## src/rtl/core/kwpm_pkg.sv

```systemverilog
// ----------------------------------------------------------------------------
// kwpm_pkg
// Shared widths, codes and controller/datapath handshake types for the
// kernel window page mapper.
// ----------------------------------------------------------------------------
package kwpm_pkg;

   // Window geometry
   localparam int WINDOW_PAGES = 1024;
   localparam int IDX_W        = (WINDOW_PAGES > 1) ? $clog2(WINDOW_PAGES) : 1;
   localparam int POS_W        = $clog2(WINDOW_PAGES + 1);
   localparam int CNT_W        = 12;
   localparam int CMP_W        = ((POS_W > CNT_W) ? POS_W : CNT_W) + 1;

   // Field widths
   localparam int CMD_W    = 2;
   localparam int ADDR_W   = 32;
   localparam int SIZE_W   = 23;
   localparam int STATUS_W = 2;
   localparam int PAGE_W   = 20;
   localparam int OFS_W    = 12;
   localparam int ENTRY_W  = PAGE_W + 1;
   localparam int SUM_W    = SIZE_W + 1;

   localparam logic [PAGE_W-1:0] BASE_RESET = 20'hD0000;
   localparam logic [OFS_W-1:0]  OFS_ROUND  = 12'hFFF;

   // Commands
   localparam logic [CMD_W-1:0] CMD_MAP   = 2'd0;
   localparam logic [CMD_W-1:0] CMD_UNMAP = 2'd1;
   localparam logic [CMD_W-1:0] CMD_XLATE = 2'd2;

   // Result status codes
   localparam logic [STATUS_W-1:0] STATUS_OK       = 2'd0;
   localparam logic [STATUS_W-1:0] STATUS_FULL     = 2'd1;
   localparam logic [STATUS_W-1:0] STATUS_UNMAPPED = 2'd2;

   // Register port
   localparam int CSR_AW = 3;
   localparam int CSR_DW = 32;
   localparam logic REG_WINDOW_BASE = 1'b0;

   // Controller -> datapath
   typedef struct packed {
      logic clear_step;
      logic accept;
      logic scan_step;
      logic fill_step;
      logic unmap_step;
      logic look_rd;
      logic look_chk;
      logic map_ok;
      logic map_fail;
      logic done_zero;
      logic publish;
   } kwpm_cmd_type;

   // Datapath -> controller
   typedef struct packed {
      logic clear_last;
      logic is_map;
      logic is_unmap;
      logic is_xlate;
      logic count_zero;
      logic count_big;
      logic scan_hit;
      logic scan_end;
      logic step_last;
      logic rsp_free;
   } kwpm_stat_type;

endpackage

```

## src/rtl/core/kwpm_ctrl.sv

```systemverilog
// ----------------------------------------------------------------------------
// kwpm_ctrl
// Sequencer for the page mapper: clearing pass, decode, first-fit scan,
// fill, unmap sweep, lookup and result hand-off.
// ----------------------------------------------------------------------------
module kwpm_ctrl import kwpm_pkg::*; (
   input  logic          clock,
   input  logic          reset,
   input  logic          req_valid,
   output logic          req_ready,
   input  kwpm_stat_type stat,
   output kwpm_cmd_type  cmd
);

   typedef enum logic [7:0] {
      S_CLEAR  = 8'b0000_0001,
      S_IDLE   = 8'b0000_0010,
      S_DECODE = 8'b0000_0100,
      S_SCAN   = 8'b0000_1000,
      S_FILL   = 8'b0001_0000,
      S_UNMAP  = 8'b0010_0000,
      S_CHECK  = 8'b0100_0000,
      S_DONE   = 8'b1000_0000
   } state_type;

   state_type state_ff, state_in;

   always_ff @(posedge clock) begin
      if (reset) begin
         state_ff <= S_CLEAR;
      end else begin
         state_ff <= state_in;
      end
   end

   assign req_ready = (state_ff == S_IDLE);

   always_comb begin
      state_in = state_ff;
      cmd      = '0;
      case (state_ff)
         S_CLEAR: begin
            cmd.clear_step = 1'b1;
            if (stat.clear_last) state_in = S_IDLE;
         end
         S_IDLE: begin
            if (req_valid) begin
               cmd.accept = 1'b1;
               state_in   = S_DECODE;
            end
         end
         S_DECODE: begin
            if (stat.is_map) begin
               if (stat.count_zero) begin
                  cmd.map_ok = 1'b1;
                  state_in   = S_DONE;
               end else if (stat.count_big) begin
                  cmd.map_fail = 1'b1;
                  state_in     = S_DONE;
               end else begin
                  state_in = S_SCAN;
               end
            end else if (stat.is_unmap) begin
               if (stat.count_zero) begin
                  cmd.done_zero = 1'b1;
                  state_in      = S_DONE;
               end else begin
                  state_in = S_UNMAP;
               end
            end else if (stat.is_xlate) begin
               cmd.look_rd = 1'b1;
               state_in    = S_CHECK;
            end else begin
               cmd.done_zero = 1'b1;
               state_in      = S_DONE;
            end
         end
         S_SCAN: begin
            cmd.scan_step = 1'b1;
            if (stat.scan_hit) begin
               state_in = S_FILL;
            end else if (stat.scan_end) begin
               cmd.map_fail = 1'b1;
               state_in     = S_DONE;
            end
         end
         S_FILL: begin
            cmd.fill_step = 1'b1;
            if (stat.step_last) begin
               cmd.map_ok = 1'b1;
               state_in   = S_DONE;
            end
         end
         S_UNMAP: begin
            cmd.unmap_step = 1'b1;
            if (stat.step_last) begin
               cmd.done_zero = 1'b1;
               state_in      = S_DONE;
            end
         end
         S_CHECK: begin
            cmd.look_chk = 1'b1;
            state_in     = S_DONE;
         end
         S_DONE: begin
            // hold until the output register can take the result
            if (stat.rsp_free) begin
               cmd.publish = 1'b1;
               state_in    = S_IDLE;
            end
         end
         default: begin
            state_in = S_CLEAR;
         end
      endcase
   end

endmodule

```

## config.mk

```make
export PLATFORM = sky130hd
export DESIGN_NAME = kwpm_ctrl
export DESIGN_NICKNAME = d
export VERILOG_FILES = /design/src/rtl/core/kwpm_pkg.sv /design/src/rtl/core/kwpm_ctrl.sv
export SDC_FILE = /design/constraint.sdc
export NUM_CORES = 1
export LEC_CHECK = 0
export BUFFER_PORTS_ARGS = -buffer_cell sky130_fd_sc_hd__buf_4
export CORE_MARGIN = 1.5
export CORE_UTILIZATION = 47
export CTS_CLUSTER_SIZE = 12
export DETAILED_ROUTE_END_ITERATION = 8
export MAX_ROUTING_LAYER = met4
export PLACE_DENSITY = 0.78
export SLEW_MARGIN = 20
export SYNTH_ARGS = -nofsm -noshare
export SYNTH_HDL_FRONTEND = slang
export SYNTH_SLANG_ARGS = --single-unit
export TNS_END_PERCENT = 10
```

## constraint.sdc

```tcl
create_clock -name clock -period 2.2 [get_ports clock]
set_input_delay 0.11 -clock clock [delete_from_list [all_inputs] [get_ports clock]]
set_output_delay 0.11 -clock clock [all_outputs]
set_load 0.05 [all_outputs]
```

==> Yosys cells after proc, flatten, opt, wreduce, memory -nomap -nowiden <==
Index checks and enable logic that the tools add are counted.
{ "classes": {"bitwise_logic": 0, "shift": 0, "multipliers": 0, "reduce_logical": 2, "n_addsub": 0, "n_mux": 39, "order_cmp": 0, "eq_ne": 13, "div": 0} }
{ "op_table": {"columns": ["cell", "n"], "rows": [
  ["$mux 8", 12],
  ["$pmux 8 s7", 1],
  ["$mux 1", 22],
  ["$eq 8x1->1 const B", 1],
  ["$eq 8x2->1 const B", 1],
  ["$eq 8x3->1 const B", 1],
  ["$eq 8x4->1 const B", 1],
  ["$eq 8x5->1 const B", 1],
  ["$eq 8x6->1 const B", 1],
  ["$eq 8x7->1 const B", 1],
  ["$eq 8x8->1 const B", 1],
  ["$ne 2x2->1 const B", 3],
  ["$pmux 1 s2", 3],
  ["$reduce_and 5->1", 1],
  ["$ne 3x3->1 const B", 1],
  ["$mux 2", 1],
  ["$ne 2x1->1 const B", 1],
  ["$reduce_or 2->1", 1]
]} }
{ "totals": {"latchBits": 0, "input_bits": 13, "regBits": 8, "output_inout_bits": 12, "n_memories": 0, "word_cells": 55, "mem_bits_ro": 0, "ramBits": 0} }

==> Depth between registers and ports, before layout <==
{ "logic_depth": {"ltp_word": 4, "ltp_mapped": 5, "depth_no_buf": 5} }

==> Worst setup path before layout <==
No wires, ideal clock.
{ "synth_timing": {"path_type": "reg2out", "from": "register state_ff[7]", "to": "output cmd[1] (netlist bit)", "stages_incl_launch_ff": 5, "arrival_time_ns": 2.612, "required_ns": 2.090, "n_path_buf": 0, "setup_slack_ns": -0.522, "cell_sequence": "dfxtp_1 -> nor4_4 -> nand2_1 -> nor3b_1 -> a32o_1"} }
{ "synth_rtl": {"columns": ["item", "line", "rtl"], "rows": [
  ["start: declaration", "kwpm_ctrl.sv:26", "state_type state_ff, state_in;"],
  ["start signal: assignment", "kwpm_ctrl.sv:32", "state_ff <= state_in;"],
  ["end: declaration", "kwpm_ctrl.sv:12", "output kwpm_cmd_type cmd"]
]} }

==> reports/metrics.cfg <==
[sta]
hold-worst-slack_ns=0.0901
timing.slew.headroom_pct=71.4
grt_setup_unrepaired=false
period_share_pct=94.2
drv_slew=0
final.setup_skew_ns=0.00605
worst-slew-pin-transition_ns=0.426
hold_viol=0
fmax_ghz=0.483
setup_viol=0
worst_slack_ns=0.129
layout_min_cycle_time_ns=2.07
finalSetupTns_ns=0

[clock_tree]
cts_max_level=1
ctsHoldBuffers=0
tritoncts=built
cts-buffers-inserted=3
cts_resized=0
cts_sinks=8
clockBufferDepth=2
cts_setup_buffers=0
clock_latency_ns=0.26
clk_pin_slew_ns=0.06
cts_root_buffer=clkbuf_4

[synth]
ys.flop_type=dfxtp_1
async_flop_share_pct=0
yosys.area.top_type=dfxtp_1
syn_inst=77
synth_edf_count=0
synth-seq-cells=8
synth_area_leaders=dfxtp_1, nor2_1, nor3b_1
synth_nets=90
yosysSeqAreaShare_pct=23.5
yosys_warnings=0
synthDistinctLibCells=35
syn_area_um2=682
synth_most_common_cell=nor2_1
synth_top_area_share_pct=23.5
postSynthAreaPerCell_um2=8.86
synth_commonest_cells=nor2_1, dfxtp_1, nor3b_1, a21oi_1

[min_path]
hold_path_startpoint=reset
holdPathEnd=state_ff[6]
worstHoldPathType=in2reg
min_path_cells=2

[floorplan]
die_h_um=41.1
std_cell_rows=13
initial_core_util_pct=51.1
floorplan.io_pins=25
die-width_um=41.1
coreArea_um2=1330
die_area_um2=1690

[layout]
largest_reg_flops=8
final_area_um2=893
drive_above_1_share_pct=36.9
syn_to_final_growth_pct=31.0
antenna_cells=0
top_register=state_ff
fin_util_pct=67.0
reg_top3=state_ff (8)
nFillCells=134
final_cells=118
fin_nets=118

[placed_design]
dp_cells=115
place_ws_ns=0.421
detailed_place.area_um2=871
hpwl_mm=1.47
gp_congestion=0.839
io_buffers=24

[pwr]
p_sw_share_pct=45.3
powerDensity_nw_per_um2=719
switchingPower_mw=0.291
pwr-share-comb_pct=50.0
p_clk_share_pct=17.7
p_int_mw=0.351
p_leak_nw=0.357
seqPwrFrac_pct=32.4
peakVddDrop_v=0.000533
power_mw=0.642

[drt]
via_count=718
ant_nets=0
drt_wl_total_mm=1.79
viasPerCell=6.08
drcViolationCount=0
drt_iter0_drc=12
firstDrtPassIters=4
wire_per_inst_um=15.1

[critical_path]
crit_type=reg2out
ff2ff_path_depth=5
reg2reg_from=state_ff[7]
rrSetupSlack_ns=0.45
required_ns=2.09
r2r-end=state_ff[0]
crit_arrival_ns=1.96
worst_setup_path_end_kind=output port
worstPathMaxFanout=8
worstSetupStartpointType=flip-flop

[run_status]
outcome=finished clean

[global_route]
grt-ovfl-total=0
grt_pass1_vias=578
grt_max_degree=9
antenna_found_initial=0
grt_pass1_wl_mm=2.43
track_usage_pct=23.0

[run]
maxCapViolCount=0

## layout make-up
type | instances | area, µm² | area share (%)
multi-input combinational | 66 | 504 | 56.4
timing repair buffer | 24 | 180 | 20.2
sequential | 8 | 160 | 17.9
clock buffer | 3 | 22.5 | 2.52
tap | 15 | 18.8 | 2.10
inverter | 2 | 7.51 | 0.840
## cell families after synthesis
kind of cell    synth area share (%)
flops                           23.5
buf+inv                         2.57
xor+xnor                        1.28
compound gates                  18.0
mux                             1.47
simple gates                    53.2
## cell usage in the layout (no fill, tap or decap), drive strengths merged
cell type / Yosys / final
nand2: 3 / 3
nor4: 6 / 6
nor2: 13 / 13
nor4b: 2 / 2
clkbuf: 0 / 3
nor3b: 7 / 7
or2b: 3 / 3
a22oi: 1 / 1
o211ai: 1 / 1
and4b: 1 / 1
a31o: 1 / 1
nand2b: 3 / 3
dfxtp: 8 / 8
and2: 1 / 1
mux2i: 1 / 1
o21ai: 1 / 1
a21oi: 4 / 4
buf: 0 / 24
o41ai: 1 / 1
inv: 2 / 2
o32ai: 1 / 1
nand4: 3 / 3
nand4b: 1 / 1
a211o: 1 / 1
nor3: 1 / 1
nor2b: 3 / 3
a32o: 3 / 3
xor2: 1 / 1
a311oi: 1 / 1
nand3: 2 / 2
## metal layers
layer	part of all wire [%]	track usage, %	wire length, µm	vias to the layer above
li1	-	-	-	352
met1	47	29.4	831	347
met2	48	37.1	859	19
met3	5.4	4.89	96	0
met4	0	4.84	0	0
met5	0	-	0	-
## worst max-delay path: stages (launching register included)
cell	delay (ns)
dfxtp_1	0.37
nor4_4	0.48
nand2_4	0.14
nor4b_2	0.33
a32o_1	0.18
buf_4	0.20
## how the worst max path moves through the flow
stage	start	to	slack (ns)	depth (start not counted)
detailed placement	state_ff[4]	cmd[2]	0.42	5
global placement	state_ff[4]	cmd[2]	0.45	5
floorplan	state_ff[7]	cmd[1]	-0.52	4
finish	state_ff[4]	cmd[2]	0.13	5
CTS	state_ff[4]	cmd[2]	0.13	5
global route	state_ff[4]	cmd[2]	0.04	5
## power groups by stage
stage               Sequential [mW]  Clock, mW  Combinational, mW
floorplan                     0.200          0              0.241
global placement              0.209          0              0.316
detailed placement            0.210          0              0.319
CTS                           0.207      0.117              0.320
global route                  0.210      0.122              0.341
finish                        0.208      0.113              0.321
Power figures use the tool's default switching activity.
